==> src/rtl/ksrc_pkg.sv <==
// Package for the keyboard scan remap and chord block: widths, codes, rule layout, job type.
// No dependencies; the RTL files use it by scoped names, the testbench files import it.
package ksrc_pkg;

    localparam int RULE_SLOTS = 4;
    localparam int CHORD_KEYS = 4;
    localparam int RULE_REGS  = 4;
    localparam int ACTIVE_SLOTS = (RULE_SLOTS < RULE_REGS) ? RULE_SLOTS : RULE_REGS;
    localparam int SLOT_W = (ACTIVE_SLOTS > 1) ? $clog2(ACTIVE_SLOTS) : 1;

    localparam int CMD_W   = 2;
    localparam int SCAN_W  = 8;
    localparam int FLAGS_W = 16;
    localparam int UNIT_W  = 16;
    localparam int EXTRA_W = 32;
    localparam int CNT_W   = 3;
    localparam int KEY_W   = 9;
    localparam int RULE_W  = 49;
    localparam int TOT_W   = CNT_W + 1;
    localparam int IDX_W   = $clog2(2 * CHORD_KEYS);
    localparam int KSEL_W  = (CHORD_KEYS > 1) ? $clog2(CHORD_KEYS) : 1;

    localparam int QDEPTH  = 2;
    localparam int QPTR_W  = (QDEPTH > 1) ? $clog2(QDEPTH) : 1;
    localparam int QCNT_W  = $clog2(QDEPTH + 1);

    localparam int DATA_W    = 64;
    localparam int REG_IDX_W = 3;
    localparam int PADDR_W   = REG_IDX_W + 3;

    localparam logic [CMD_W-1:0] CMD_KEY        = 2'd0;
    localparam logic [CMD_W-1:0] CMD_CONNECT    = 2'd1;
    localparam logic [CMD_W-1:0] CMD_DISCONNECT = 2'd2;

    localparam int FLAG_BREAK = 0;
    localparam int FLAG_E0    = 1;

    localparam int RW_E0_BIT    = 8;
    localparam int RW_CHORD_BIT = 9;
    localparam int RW_CNT_LSB   = 10;
    localparam int RW_KEY_LSB   = 13;
    localparam int KEY_E0_BIT   = 8;

    localparam logic [REG_IDX_W-1:0] REG_RULE_COUNT = 3'd0;
    localparam logic [REG_IDX_W-1:0] REG_RULE_WORD0 = 3'd1;

    localparam logic [CNT_W-1:0]  RULE_COUNT_RST = 3'd1;
    localparam logic [RULE_W-1:0] RULE_A_RST     = 49'd176622392;

    typedef logic [RULE_W-1:0] rule_word_t;
    typedef logic [RULE_REGS-1:0][RULE_W-1:0] rule_bank_t;
    typedef logic [CHORD_KEYS-1:0][KEY_W-1:0] chord_keys_t;

    typedef struct packed {
        logic                 is_chord;
        logic [SCAN_W-1:0]    scan;
        logic [FLAGS_W-1:0]   flags;
        logic [UNIT_W-1:0]    unit;
        logic [EXTRA_W-1:0]   extra;
        logic [CNT_W-1:0]     cnt;
        chord_keys_t          keys;
    } job_t;

endpackage

==> src/rtl/ksrc_if.sv <==
// Valid/ready channel interfaces for key requests in and key events out.
// Depends on ksrc_pkg.
interface ksrc_in_if;
    logic                          valid;
    logic                          ready;
    logic [ksrc_pkg::CMD_W-1:0]    cmd;
    logic [ksrc_pkg::SCAN_W-1:0]   scan_code;
    logic [ksrc_pkg::FLAGS_W-1:0]  key_flags;
    logic [ksrc_pkg::UNIT_W-1:0]   unit_id;
    logic [ksrc_pkg::EXTRA_W-1:0]  extra_info;

    modport source (output valid, cmd, scan_code, key_flags, unit_id, extra_info, input ready);
    modport sink (input valid, cmd, scan_code, key_flags, unit_id, extra_info, output ready);
endinterface

interface ksrc_out_if;
    logic                          valid;
    logic                          ready;
    logic [ksrc_pkg::SCAN_W-1:0]   out_scan;
    logic [ksrc_pkg::FLAGS_W-1:0]  out_flags;
    logic [ksrc_pkg::UNIT_W-1:0]   out_unit;
    logic [ksrc_pkg::EXTRA_W-1:0]  out_extra;
    logic                          last;

    modport source (output valid, out_scan, out_flags, out_unit, out_extra, last, input ready);
    modport sink (input valid, out_scan, out_flags, out_unit, out_extra, last, output ready);
endinterface

==> src/rtl/ksrc_front.sv <==
// Front end: accepts requests, tracks link and held chord marks, matches rules, builds jobs.
// Depends on ksrc_pkg and ksrc_in_if.
module ksrc_front (
    input  logic                          clk,
    input  logic                          rst_n,
    ksrc_in_if.sink                       key_in,
    input  logic [ksrc_pkg::CNT_W-1:0]    rule_count,
    input  ksrc_pkg::rule_bank_t          rule_words,
    input  logic                          queue_full,
    output logic                          push,
    output ksrc_pkg::job_t                push_job
);

    logic                                 connected_reg;
    logic                                 connected_next;
    logic [ksrc_pkg::ACTIVE_SLOTS-1:0]    held_reg;
    logic [ksrc_pkg::ACTIVE_SLOTS-1:0]    held_next;
    logic                                 accept;
    logic [ksrc_pkg::CNT_W-1:0]           n_active;
    logic                                 found;
    logic [ksrc_pkg::SLOT_W-1:0]          slot;
    ksrc_pkg::rule_word_t                 word;
    logic [ksrc_pkg::ACTIVE_SLOTS-1:0]    slot_mask;
    logic                                 brk;
    logic                                 is_chord;
    logic                                 held_hit;
    logic [ksrc_pkg::CNT_W-1:0]           raw_cnt;
    logic [ksrc_pkg::CNT_W-1:0]           cnt;
    logic [ksrc_pkg::KEY_W-1:0]           key0;

    assign key_in.ready = !queue_full;
    assign accept       = key_in.valid && key_in.ready;
    assign brk          = key_in.key_flags[ksrc_pkg::FLAG_BREAK];

    always_comb
    begin
        if (rule_count > ksrc_pkg::CNT_W'(ksrc_pkg::ACTIVE_SLOTS))
        begin
            n_active = ksrc_pkg::CNT_W'(ksrc_pkg::ACTIVE_SLOTS);
        end
        else
        begin
            n_active = rule_count;
        end
    end

    always_comb
    begin
        found = 1'b0;
        slot  = '0;
        word  = '0;
        for (int i = ksrc_pkg::ACTIVE_SLOTS - 1; i >= 0; i--)
        begin
            if (ksrc_pkg::CNT_W'(i) < n_active
                && rule_words[i][ksrc_pkg::SCAN_W-1:0] == key_in.scan_code
                && rule_words[i][ksrc_pkg::RW_E0_BIT] == key_in.key_flags[ksrc_pkg::FLAG_E0])
            begin
                found = 1'b1;
                slot  = ksrc_pkg::SLOT_W'(i);
                word  = rule_words[i];
            end
        end
    end

    assign slot_mask = ksrc_pkg::ACTIVE_SLOTS'(1) << slot;
    assign is_chord  = found && word[ksrc_pkg::RW_CHORD_BIT];
    assign held_hit  = |(held_reg & slot_mask);
    assign raw_cnt   = word[ksrc_pkg::RW_CNT_LSB +: ksrc_pkg::CNT_W];
    assign cnt       = (raw_cnt > ksrc_pkg::CNT_W'(ksrc_pkg::CHORD_KEYS))
                       ? ksrc_pkg::CNT_W'(ksrc_pkg::CHORD_KEYS) : raw_cnt;
    assign key0      = word[ksrc_pkg::RW_KEY_LSB +: ksrc_pkg::KEY_W];

    always_comb
    begin
        connected_next = connected_reg;
        held_next      = held_reg;
        push           = 1'b0;
        if (accept)
        begin
            unique case (key_in.cmd)
                ksrc_pkg::CMD_CONNECT:
                begin
                    connected_next = 1'b1;
                end
                ksrc_pkg::CMD_DISCONNECT:
                begin
                    connected_next = 1'b0;
                    held_next      = '0;
                end
                ksrc_pkg::CMD_KEY:
                begin
                    if (connected_reg)
                    begin
                        if (!is_chord)
                        begin
                            push = 1'b1;
                        end
                        else if (!brk)
                        begin
                            held_next = held_reg | slot_mask;
                        end
                        else if (held_hit)
                        begin
                            held_next = held_reg & ~slot_mask;
                            push      = (cnt != '0);
                        end
                    end
                end
                default:
                begin
                end
            endcase
        end
    end

    always_comb
    begin
        push_job.is_chord = is_chord;
        push_job.unit     = key_in.unit_id;
        push_job.extra    = key_in.extra_info;
        push_job.cnt      = cnt;
        for (int k = 0; k < ksrc_pkg::CHORD_KEYS; k++)
        begin
            push_job.keys[k] = word[ksrc_pkg::RW_KEY_LSB + ksrc_pkg::KEY_W * k +: ksrc_pkg::KEY_W];
        end
        if (found)
        begin
            push_job.scan  = key0[ksrc_pkg::SCAN_W-1:0];
            push_job.flags = ksrc_pkg::FLAGS_W'({key0[ksrc_pkg::KEY_E0_BIT], brk});
        end
        else
        begin
            push_job.scan  = key_in.scan_code;
            push_job.flags = key_in.key_flags;
        end
    end

    always_ff @(posedge clk or negedge rst_n)
    begin
        if (!rst_n)
        begin
            connected_reg <= 1'b0;
            held_reg      <= '0;
        end
        else
        begin
            connected_reg <= connected_next;
            held_reg      <= held_next;
        end
    end

    a_disconnect_clears: assert property (@(posedge clk) disable iff (!rst_n)
        accept && key_in.cmd == ksrc_pkg::CMD_DISCONNECT |=> !connected_reg && held_reg == '0)
        else $error("disconnect left link or held marks set");

    a_no_push_offline: assert property (@(posedge clk) disable iff (!rst_n)
        push |-> connected_reg && key_in.cmd == ksrc_pkg::CMD_KEY)
        else $error("job queued while link down or for a command");

endmodule

==> src/rtl/ksrc_queue.sv <==
// Short job queue between front end and back end.
// Depends on ksrc_pkg.
module ksrc_queue (
    input  logic            clk,
    input  logic            rst_n,
    input  logic            push,
    input  ksrc_pkg::job_t  push_job,
    input  logic            pop,
    output logic            full,
    output logic            q_valid,
    output ksrc_pkg::job_t  q_job
);

    ksrc_pkg::job_t                 entry_reg [ksrc_pkg::QDEPTH];
    logic [ksrc_pkg::QPTR_W-1:0]    wr_ptr_reg;
    logic [ksrc_pkg::QPTR_W-1:0]    wr_ptr_next;
    logic [ksrc_pkg::QPTR_W-1:0]    rd_ptr_reg;
    logic [ksrc_pkg::QPTR_W-1:0]    rd_ptr_next;
    logic [ksrc_pkg::QCNT_W-1:0]    count_reg;
    logic [ksrc_pkg::QCNT_W-1:0]    count_next;

    function automatic logic [ksrc_pkg::QPTR_W-1:0] bump(input logic [ksrc_pkg::QPTR_W-1:0] p);
        logic [ksrc_pkg::QPTR_W-1:0] r;
        if (p == ksrc_pkg::QPTR_W'(ksrc_pkg::QDEPTH - 1))
        begin
            r = '0;
        end
        else
        begin
            r = p + 1'b1;
        end
        return r;
    endfunction

    assign full    = (count_reg == ksrc_pkg::QCNT_W'(ksrc_pkg::QDEPTH));
    assign q_valid = (count_reg != '0);
    assign q_job   = entry_reg[rd_ptr_reg];

    always_comb
    begin
        wr_ptr_next = push ? bump(wr_ptr_reg) : wr_ptr_reg;
        rd_ptr_next = pop ? bump(rd_ptr_reg) : rd_ptr_reg;
        count_next  = count_reg;
        if (push && !pop)
        begin
            count_next = count_reg + 1'b1;
        end
        else if (pop && !push)
        begin
            count_next = count_reg - 1'b1;
        end
    end

    always_ff @(posedge clk)
    begin
        if (push)
        begin
            entry_reg[wr_ptr_reg] <= push_job;
        end
    end

    always_ff @(posedge clk or negedge rst_n)
    begin
        if (!rst_n)
        begin
            wr_ptr_reg <= '0;
            rd_ptr_reg <= '0;
            count_reg  <= '0;
        end
        else
        begin
            wr_ptr_reg <= wr_ptr_next;
            rd_ptr_reg <= rd_ptr_next;
            count_reg  <= count_next;
        end
    end

    a_no_overflow: assert property (@(posedge clk) disable iff (!rst_n)
        push |-> !full || pop)
        else $error("job queue overflow");

    a_no_underflow: assert property (@(posedge clk) disable iff (!rst_n)
        pop |-> count_reg != '0)
        else $error("job queue underflow");

endmodule

==> src/rtl/ksrc_back.sv <==
// Back end: takes jobs from the queue and steps out key events through an output register.
// Depends on ksrc_pkg and ksrc_out_if.
module ksrc_back (
    input  logic            clk,
    input  logic            rst_n,
    input  logic            q_valid,
    input  ksrc_pkg::job_t  q_job,
    output logic            pop,
    ksrc_out_if.source      key_out
);

    ksrc_pkg::job_t                 job_reg;
    logic                           job_valid_reg;
    logic                           job_valid_next;
    logic [ksrc_pkg::IDX_W-1:0]     idx_reg;
    logic [ksrc_pkg::IDX_W-1:0]     idx_next;
    logic                           out_valid_reg;
    logic                           out_valid_next;
    logic [ksrc_pkg::SCAN_W-1:0]    out_scan_reg;
    logic [ksrc_pkg::FLAGS_W-1:0]   out_flags_reg;
    logic [ksrc_pkg::UNIT_W-1:0]    out_unit_reg;
    logic [ksrc_pkg::EXTRA_W-1:0]   out_extra_reg;
    logic                           out_last_reg;
    logic                           load;
    logic                           last_step;
    logic [ksrc_pkg::TOT_W-1:0]     total;
    logic [ksrc_pkg::TOT_W-1:0]     idx_ext;
    logic [ksrc_pkg::TOT_W-1:0]     cnt_ext;
    logic                           making;
    logic [ksrc_pkg::TOT_W-1:0]     rev_idx;
    logic [ksrc_pkg::KSEL_W-1:0]    ksel;
    logic [ksrc_pkg::KEY_W-1:0]     key;
    logic [ksrc_pkg::SCAN_W-1:0]    res_scan;
    logic [ksrc_pkg::FLAGS_W-1:0]   res_flags;

    assign cnt_ext   = ksrc_pkg::TOT_W'(job_reg.cnt);
    assign total     = {job_reg.cnt, 1'b0};
    assign idx_ext   = ksrc_pkg::TOT_W'(idx_reg);
    assign making    = (idx_ext < cnt_ext);
    assign rev_idx   = total - 1'b1 - idx_ext;
    assign ksel      = making ? ksrc_pkg::KSEL_W'(idx_ext) : ksrc_pkg::KSEL_W'(rev_idx);
    assign key       = job_reg.keys[ksel];
    assign last_step = !job_reg.is_chord || (idx_ext == total - 1'b1);

    always_comb
    begin
        if (job_reg.is_chord)
        begin
            res_scan  = key[ksrc_pkg::SCAN_W-1:0];
            res_flags = ksrc_pkg::FLAGS_W'({key[ksrc_pkg::KEY_E0_BIT], !making});
        end
        else
        begin
            res_scan  = job_reg.scan;
            res_flags = job_reg.flags;
        end
    end

    assign load = job_valid_reg && (!out_valid_reg || key_out.ready);
    assign pop  = q_valid && (!job_valid_reg || (load && last_step));

    always_comb
    begin
        idx_next       = idx_reg;
        job_valid_next = job_valid_reg;
        if (load)
        begin
            idx_next = last_step ? '0 : idx_reg + 1'b1;
            if (last_step)
            begin
                job_valid_next = 1'b0;
            end
        end
        if (pop)
        begin
            job_valid_next = 1'b1;
        end
        if (load)
        begin
            out_valid_next = 1'b1;
        end
        else if (key_out.ready)
        begin
            out_valid_next = 1'b0;
        end
        else
        begin
            out_valid_next = out_valid_reg;
        end
    end

    always_ff @(posedge clk)
    begin
        if (pop)
        begin
            job_reg <= q_job;
        end
        if (load)
        begin
            out_scan_reg  <= res_scan;
            out_flags_reg <= res_flags;
            out_unit_reg  <= job_reg.unit;
            out_extra_reg <= job_reg.extra;
            out_last_reg  <= last_step;
        end
    end

    always_ff @(posedge clk or negedge rst_n)
    begin
        if (!rst_n)
        begin
            job_valid_reg <= 1'b0;
            idx_reg       <= '0;
            out_valid_reg <= 1'b0;
        end
        else
        begin
            job_valid_reg <= job_valid_next;
            idx_reg       <= idx_next;
            out_valid_reg <= out_valid_next;
        end
    end

    assign key_out.valid     = out_valid_reg;
    assign key_out.out_scan  = out_scan_reg;
    assign key_out.out_flags = out_flags_reg;
    assign key_out.out_unit  = out_unit_reg;
    assign key_out.out_extra = out_extra_reg;
    assign key_out.last      = out_last_reg;

    a_step_in_range: assert property (@(posedge clk) disable iff (!rst_n)
        job_valid_reg && job_reg.is_chord |-> idx_ext < total)
        else $error("chord step index past end of sequence");

endmodule

==> src/rtl/keyboard_scan_remap_chord.sv <==
// Key events pass the queue entry, the back-end job register and the output register.
// Passthrough and remap give one key event; a chord release gives 2*count, one per cycle
// from the back-end step counter unless key_out stalls; commands, swallowed keys give none.
// Reset: link down, held marks clear, job queue and output empty, rule registers at defaults.
// Top level: configuration registers on the APB-style port, front end, job queue, back end.
// Depends on ksrc_pkg, ksrc_if, ksrc_front, ksrc_queue, ksrc_back.
module keyboard_scan_remap_chord (
    input  logic                            clk,
    input  logic                            rst_n,
    ksrc_in_if.sink                         key_in,
    ksrc_out_if.source                      key_out,
    input  logic                            psel,
    input  logic                            penable,
    input  logic                            pwrite,
    input  logic [ksrc_pkg::PADDR_W-1:0]    paddr,
    input  logic [ksrc_pkg::DATA_W-1:0]     pwdata,
    output logic [ksrc_pkg::DATA_W-1:0]     prdata,
    output logic                            pready
);

    logic [ksrc_pkg::CNT_W-1:0]     rule_count_reg;
    ksrc_pkg::rule_bank_t           rule_words_reg;
    logic                           wr_en;
    logic [ksrc_pkg::REG_IDX_W-1:0] reg_idx;
    logic                           push;
    ksrc_pkg::job_t                 push_job;
    logic                           pop;
    logic                           queue_full;
    logic                           q_valid;
    ksrc_pkg::job_t                 q_job;

    assign pready  = 1'b1;
    assign wr_en   = psel && penable && pwrite && pready;
    assign reg_idx = paddr[ksrc_pkg::PADDR_W-1:3];

    always_ff @(posedge clk or negedge rst_n)
    begin
        if (!rst_n)
        begin
            rule_count_reg <= ksrc_pkg::RULE_COUNT_RST;
        end
        else if (wr_en && reg_idx == ksrc_pkg::REG_RULE_COUNT)
        begin
            rule_count_reg <= pwdata[ksrc_pkg::CNT_W-1:0];
        end
    end

    for (genvar r = 0; r < ksrc_pkg::RULE_REGS; r++)
    begin : g_rule
        always_ff @(posedge clk or negedge rst_n)
        begin
            if (!rst_n)
            begin
                rule_words_reg[r] <= (r == 0) ? ksrc_pkg::RULE_A_RST : '0;
            end
            else if (wr_en
                     && reg_idx == ksrc_pkg::REG_IDX_W'(ksrc_pkg::REG_RULE_WORD0 + r))
            begin
                rule_words_reg[r] <= pwdata[ksrc_pkg::RULE_W-1:0];
            end
        end
    end

    always_comb
    begin
        prdata = ksrc_pkg::DATA_W'(rule_count_reg);
        for (int r = 0; r < ksrc_pkg::RULE_REGS; r++)
        begin
            if (reg_idx == ksrc_pkg::REG_IDX_W'(ksrc_pkg::REG_RULE_WORD0 + r))
            begin
                prdata = ksrc_pkg::DATA_W'(rule_words_reg[r]);
            end
        end
    end

    ksrc_front u_front (
        .clk        (clk),
        .rst_n      (rst_n),
        .key_in     (key_in),
        .rule_count (rule_count_reg),
        .rule_words (rule_words_reg),
        .queue_full (queue_full),
        .push       (push),
        .push_job   (push_job)
    );

    ksrc_queue u_queue (
        .clk      (clk),
        .rst_n    (rst_n),
        .push     (push),
        .push_job (push_job),
        .pop      (pop),
        .full     (queue_full),
        .q_valid  (q_valid),
        .q_job    (q_job)
    );

    ksrc_back u_back (
        .clk     (clk),
        .rst_n   (rst_n),
        .q_valid (q_valid),
        .q_job   (q_job),
        .pop     (pop),
        .key_out (key_out)
    );

endmodule

==> src/flat_wrapper.sv <==
// flat-port wrapper written by rule: the top's interface ports become plain ports
module keyboard_scan_remap_chord_flat 
  (clk, rst_n, psel, penable, pwrite, paddr, pwdata, prdata, pready, key_in_valid, key_in_cmd, key_in_scan_code, key_in_key_flags, key_in_unit_id, key_in_extra_info, key_in_ready, key_out_valid, key_out_out_scan, key_out_out_flags, key_out_out_unit, key_out_out_extra, key_out_last, key_out_ready);
  ksrc_in_if key_in_i ();
  ksrc_out_if key_out_i ();
  input  logic clk;
  input  logic rst_n;
  input  logic psel;
  input  logic penable;
  input  logic pwrite;
  input  logic [ksrc_pkg::PADDR_W-1:0] paddr;
  input  logic [ksrc_pkg::DATA_W-1:0] pwdata;
  output logic [ksrc_pkg::DATA_W-1:0] prdata;
  output logic pready;
  input wire logic [$bits(key_in_i.valid)-1:0] key_in_valid;
  input wire logic [$bits(key_in_i.cmd)-1:0] key_in_cmd;
  input wire logic [$bits(key_in_i.scan_code)-1:0] key_in_scan_code;
  input wire logic [$bits(key_in_i.key_flags)-1:0] key_in_key_flags;
  input wire logic [$bits(key_in_i.unit_id)-1:0] key_in_unit_id;
  input wire logic [$bits(key_in_i.extra_info)-1:0] key_in_extra_info;
  output wire logic [$bits(key_in_i.ready)-1:0] key_in_ready;
  output wire logic [$bits(key_out_i.valid)-1:0] key_out_valid;
  output wire logic [$bits(key_out_i.out_scan)-1:0] key_out_out_scan;
  output wire logic [$bits(key_out_i.out_flags)-1:0] key_out_out_flags;
  output wire logic [$bits(key_out_i.out_unit)-1:0] key_out_out_unit;
  output wire logic [$bits(key_out_i.out_extra)-1:0] key_out_out_extra;
  output wire logic [$bits(key_out_i.last)-1:0] key_out_last;
  input wire logic [$bits(key_out_i.ready)-1:0] key_out_ready;
  assign key_in_i.valid = key_in_valid;
  assign key_in_i.cmd = key_in_cmd;
  assign key_in_i.scan_code = key_in_scan_code;
  assign key_in_i.key_flags = key_in_key_flags;
  assign key_in_i.unit_id = key_in_unit_id;
  assign key_in_i.extra_info = key_in_extra_info;
  assign key_in_ready = key_in_i.ready;
  assign key_out_valid = key_out_i.valid;
  assign key_out_out_scan = key_out_i.out_scan;
  assign key_out_out_flags = key_out_i.out_flags;
  assign key_out_out_unit = key_out_i.out_unit;
  assign key_out_out_extra = key_out_i.out_extra;
  assign key_out_last = key_out_i.last;
  assign key_out_i.ready = key_out_ready;
  keyboard_scan_remap_chord u_core (.clk(clk), .rst_n(rst_n), .key_in(key_in_i), .key_out(key_out_i), .psel(psel), .penable(penable), .pwrite(pwrite), .paddr(paddr), .pwdata(pwdata), .prdata(prdata), .pready(pready));
endmodule
==> config.mk <==
export PLATFORM = sky130hd
export DESIGN_NAME = keyboard_scan_remap_chord_flat
export DESIGN_NICKNAME = d
export VERILOG_FILES = /design/src/rtl/ksrc_pkg.sv /design/src/rtl/ksrc_if.sv /design/src/rtl/ksrc_front.sv /design/src/rtl/ksrc_queue.sv /design/src/rtl/ksrc_back.sv /design/src/rtl/keyboard_scan_remap_chord.sv /design/src/flat_wrapper.sv
export SDC_FILE = /design/constraint.sdc
export NUM_CORES = 1
export LEC_CHECK = 0
export BUFFER_PORTS_ARGS = -buffer_cell sky130_fd_sc_hd__buf_4
export CORE_ASPECT_RATIO = 1.1
export CORE_MARGIN = 5
export CORE_UTILIZATION = 40
export CTS_CLUSTER_DIAMETER = 60
export DETAILED_ROUTE_END_ITERATION = 7
export PLACE_DENSITY = 0.68
export SLEW_MARGIN = 20
export SYNTH_ARGS = -nofsm -noshare
export SYNTH_HDL_FRONTEND = slang
export SYNTH_SLANG_ARGS = --single-unit
==> constraint.sdc <==
create_clock -name clk -period 15.4 [get_ports clk]
set_clock_uncertainty 0.15 [all_clocks]
set_input_delay 0.77 -clock clk [delete_from_list [all_inputs] [get_ports clk]]
set_output_delay 0.77 -clock clk [all_outputs]
set_load 0.1 [all_outputs]
==> impl_metrics.toml <==
[placement]
dpl.hpwl_mm = 39.6
preCtsSetupSlack_ps = 9450
port_buffers = 256
dp.cells = 2654
gp_congestion = 0.849

[critical_path]
worstPathRequired_ps = 15470
start_kind = "flop"
crit_path_end_kind = "flop"
crit_type = "flop to flop"
crit_path_max_fanout = 63
arrival_ps = 5450

[synth]
synthDistinctLibCells = 61
synth_cells = 1631
synth_edf_count = 409
async_flop_share = 0.342
yosys_warnings = 0
ys_seq_area_frac = 0.684
ys_ff_latch = 622
synth_ff_type = "edfxtp_1"
netlist_area_um2 = 25800
avgSynthCellArea_um2 = 15.8

[drt]
via_count = 15100
drc_errors = 0
drt_first_pass_iters = 5
drtIter0Drc = 1168
wl_per_cell_um = 22.8
vias_per_cell = 5.43
antenna_left = 0
routed_wl_mm = 63.2

[cts]
path_clk_slew_ps = 60
cts.sinks = 622
cts_resized = 0
ctsHoldBuffers = 0
root_buffer = "clkbuf_16"
numCtsBuffers = 67
max-clock-path-buffers = 3
insertion_delay_ps = 610
cts_setup_buffers = 0
cts_tree = "built"
ctsHtreeMaxLevel = 3

[sta]
setup_tns_ps = 0
hold_ws_ps = 120
rsz0062_at_grt = "false"
min_period_ps = 5380
tightestPinTransition_ps = 1110
finalHoldViolCount = 0
setup_slack_ps = 10020
fin_crit_sh = 0.350
slew_viol_final = 0
fmax_ghz = 0.186
setup_viol = 0
max_slew_margin = 0.253

[finish]
fin_nets = 2040
largest_register_ff_count = 224
fin_cells = 2778
final_cell_mix = "edfxtp_1, mux2_2, buf_4, dfrtp_1, o21ai_0"
area_growth_syn_to_layout_pct = 19.2
drive_gt1_frac = 0.393
nFillCells = 5439
final_common_cell = "edfxtp_1"

[global_routing]
grt_pass1_vias = 15900
grt_max_degree = 108
grt_pass1_wl_mm = 95.6
antenna_found_initial = 2
overflow = 0
grt_usage = 0.176

[hold_path]
min_path_type = "primary input to asynchronous set/reset pin"

[status]
status = "complete, no violations"

[power]
peakVddDrop_uv = 172
fin_total_pwr_uw = 5620
p_leak_uw = 0.0118
power.density_nw_per_um2 = 183

[floorplanning]
die_x_um = 252
num_io_pins = 291
die-height_um = 276
row_count = 97
coreArea_um2 = 63800
die_area_um2 = 69600
initial_core_util = 0.404

[job]
cap_viol_max_count = 0
==> cell families after synthesis <==
family,count (synthesis),synth area share
flops,622,0.684
mux,381,0.168
buf+inv,130,0.0231
compound gates,262,0.0697
simple gates,182,0.0363
xor+xnor,45,0.0156
other cells,2,0.000291
fa+ha+maj,7,0.00340
==> metal layers <==
layer / global-route usage / part of all wire / up-vias
met5: 0 / 0 / -
met4: 0.0586 / 0.024 / 0
met3: 0.0394 / 0.072 / 115
met2: 0.291 / 0.49 / 586
met1: 0.230 / 0.42 / 7679
li1: - / - / 6718
==> final timing paths <==
check                      cells past startpoint  slack (ps)                       from                                   to
min in group clk                               1         210          key_in_unit_id[3]      u_core.u_queue.entry_reg[1][74]
setup / recovery                              10       10020  u_core.rule_words_reg[52]      u_core.u_queue.entry_reg[0][39]
hold / removal                                 1         120                      rst_n            u_core.rule_words_reg[41]
max in group asynchronous                      3       12910                      rst_n            u_core.u_queue.rd_ptr_reg
setup reg to reg                              10       10020  u_core.rule_words_reg[52]      u_core.u_queue.entry_reg[0][39]
hold reg to reg                                0         270  u_core.u_back.job_reg[70]  u_core.u_back.key_out.out_extra[31]
==> cell usage after synthesis, types with 3 or more instances <==
cell | instances | area (µm²)
dfstp_2 | 13 | 342
buf_4 | 17 | 128
clkbuf_1 | 67 | 251
o22ai_1 | 48 | 300
nor2_1 | 22 | 82.6
buf_6 | 4 | 45.0
nor4_1 | 7 | 43.8
o21ai_1 | 8 | 40.0
buf_2 | 10 | 50.1
mux4_2 | 9 | 203
mux2_2 | 323 | 3640
and2_1 | 17 | 106
a22oi_1 | 46 | 345
xnor2_1 | 25 | 219
inv_1 | 12 | 45.0
buf_1 | 19 | 71.3
a31oi_1 | 3 | 18.8
mux2i_1 | 49 | 490
and3_1 | 4 | 25.0
or3_1 | 4 | 25.0
o21ai_0 | 77 | 385
dfrtp_1 | 200 | 5000
a221o_1 | 32 | 320
nand2b_1 | 6 | 37.5
a211oi_1 | 6 | 45.0
nand3_1 | 16 | 80.1
nor2b_1 | 16 | 100
nand4_1 | 7 | 43.8
a21o_1 | 10 | 75.1
edfxtp_1 | 409 | 12300
a21oi_1 | 15 | 75.1
ha_1 | 7 | 87.6
xor2_1 | 19 | 166
nand2_1 | 69 | 259
==> power by group <==
part / switching, µW / internal [µW]
clock: 674 / 892
sequential: 195 / 2240
combinational: 1130 / 492
total: 2000 / 3620
==> worst max-delay path, stage by stage, from the launching register on <==
cell and delay [ps]:
dfrtp_1 400, xor2_1 170, nor4_1 690, and3_1 250, buf_4 560, a221oi_1 150
o31ai_2 520, o21ai_1 290, a211oi_4 290, buf_4 570, buf_4 850
==> area by class of cell <==
| class | instances | area, µm² | share of cell area |
|---|---|---|---|
| antenna | 2 | 5.00 | 0.000163 |
| clock buffer | 81 | 1750 | 0.0569 |
| clock inverter | 41 | 405 | 0.0132 |
| inverter | 13 | 52.6 | 0.00171 |
| multi-input combinational | 893 | 7700 | 0.250 |
| sequential | 622 | 17600 | 0.574 |
| tap | 841 | 1050 | 0.0342 |
| timing repair buffer | 285 | 2150 | 0.0698 |
==> stage by stage <==
step | instance area, µm² | utilization
2_1_floorplan | 25800 | -
3_3_place_gp | 28600 | 0.448
3_5_place_dp | 28600 | 0.448
4_1_cts | 30700 | 0.481
5_1_grt | 30700 | 0.481
6_report | 30700 | 0.482
Power figures use the tool's default switching activity.
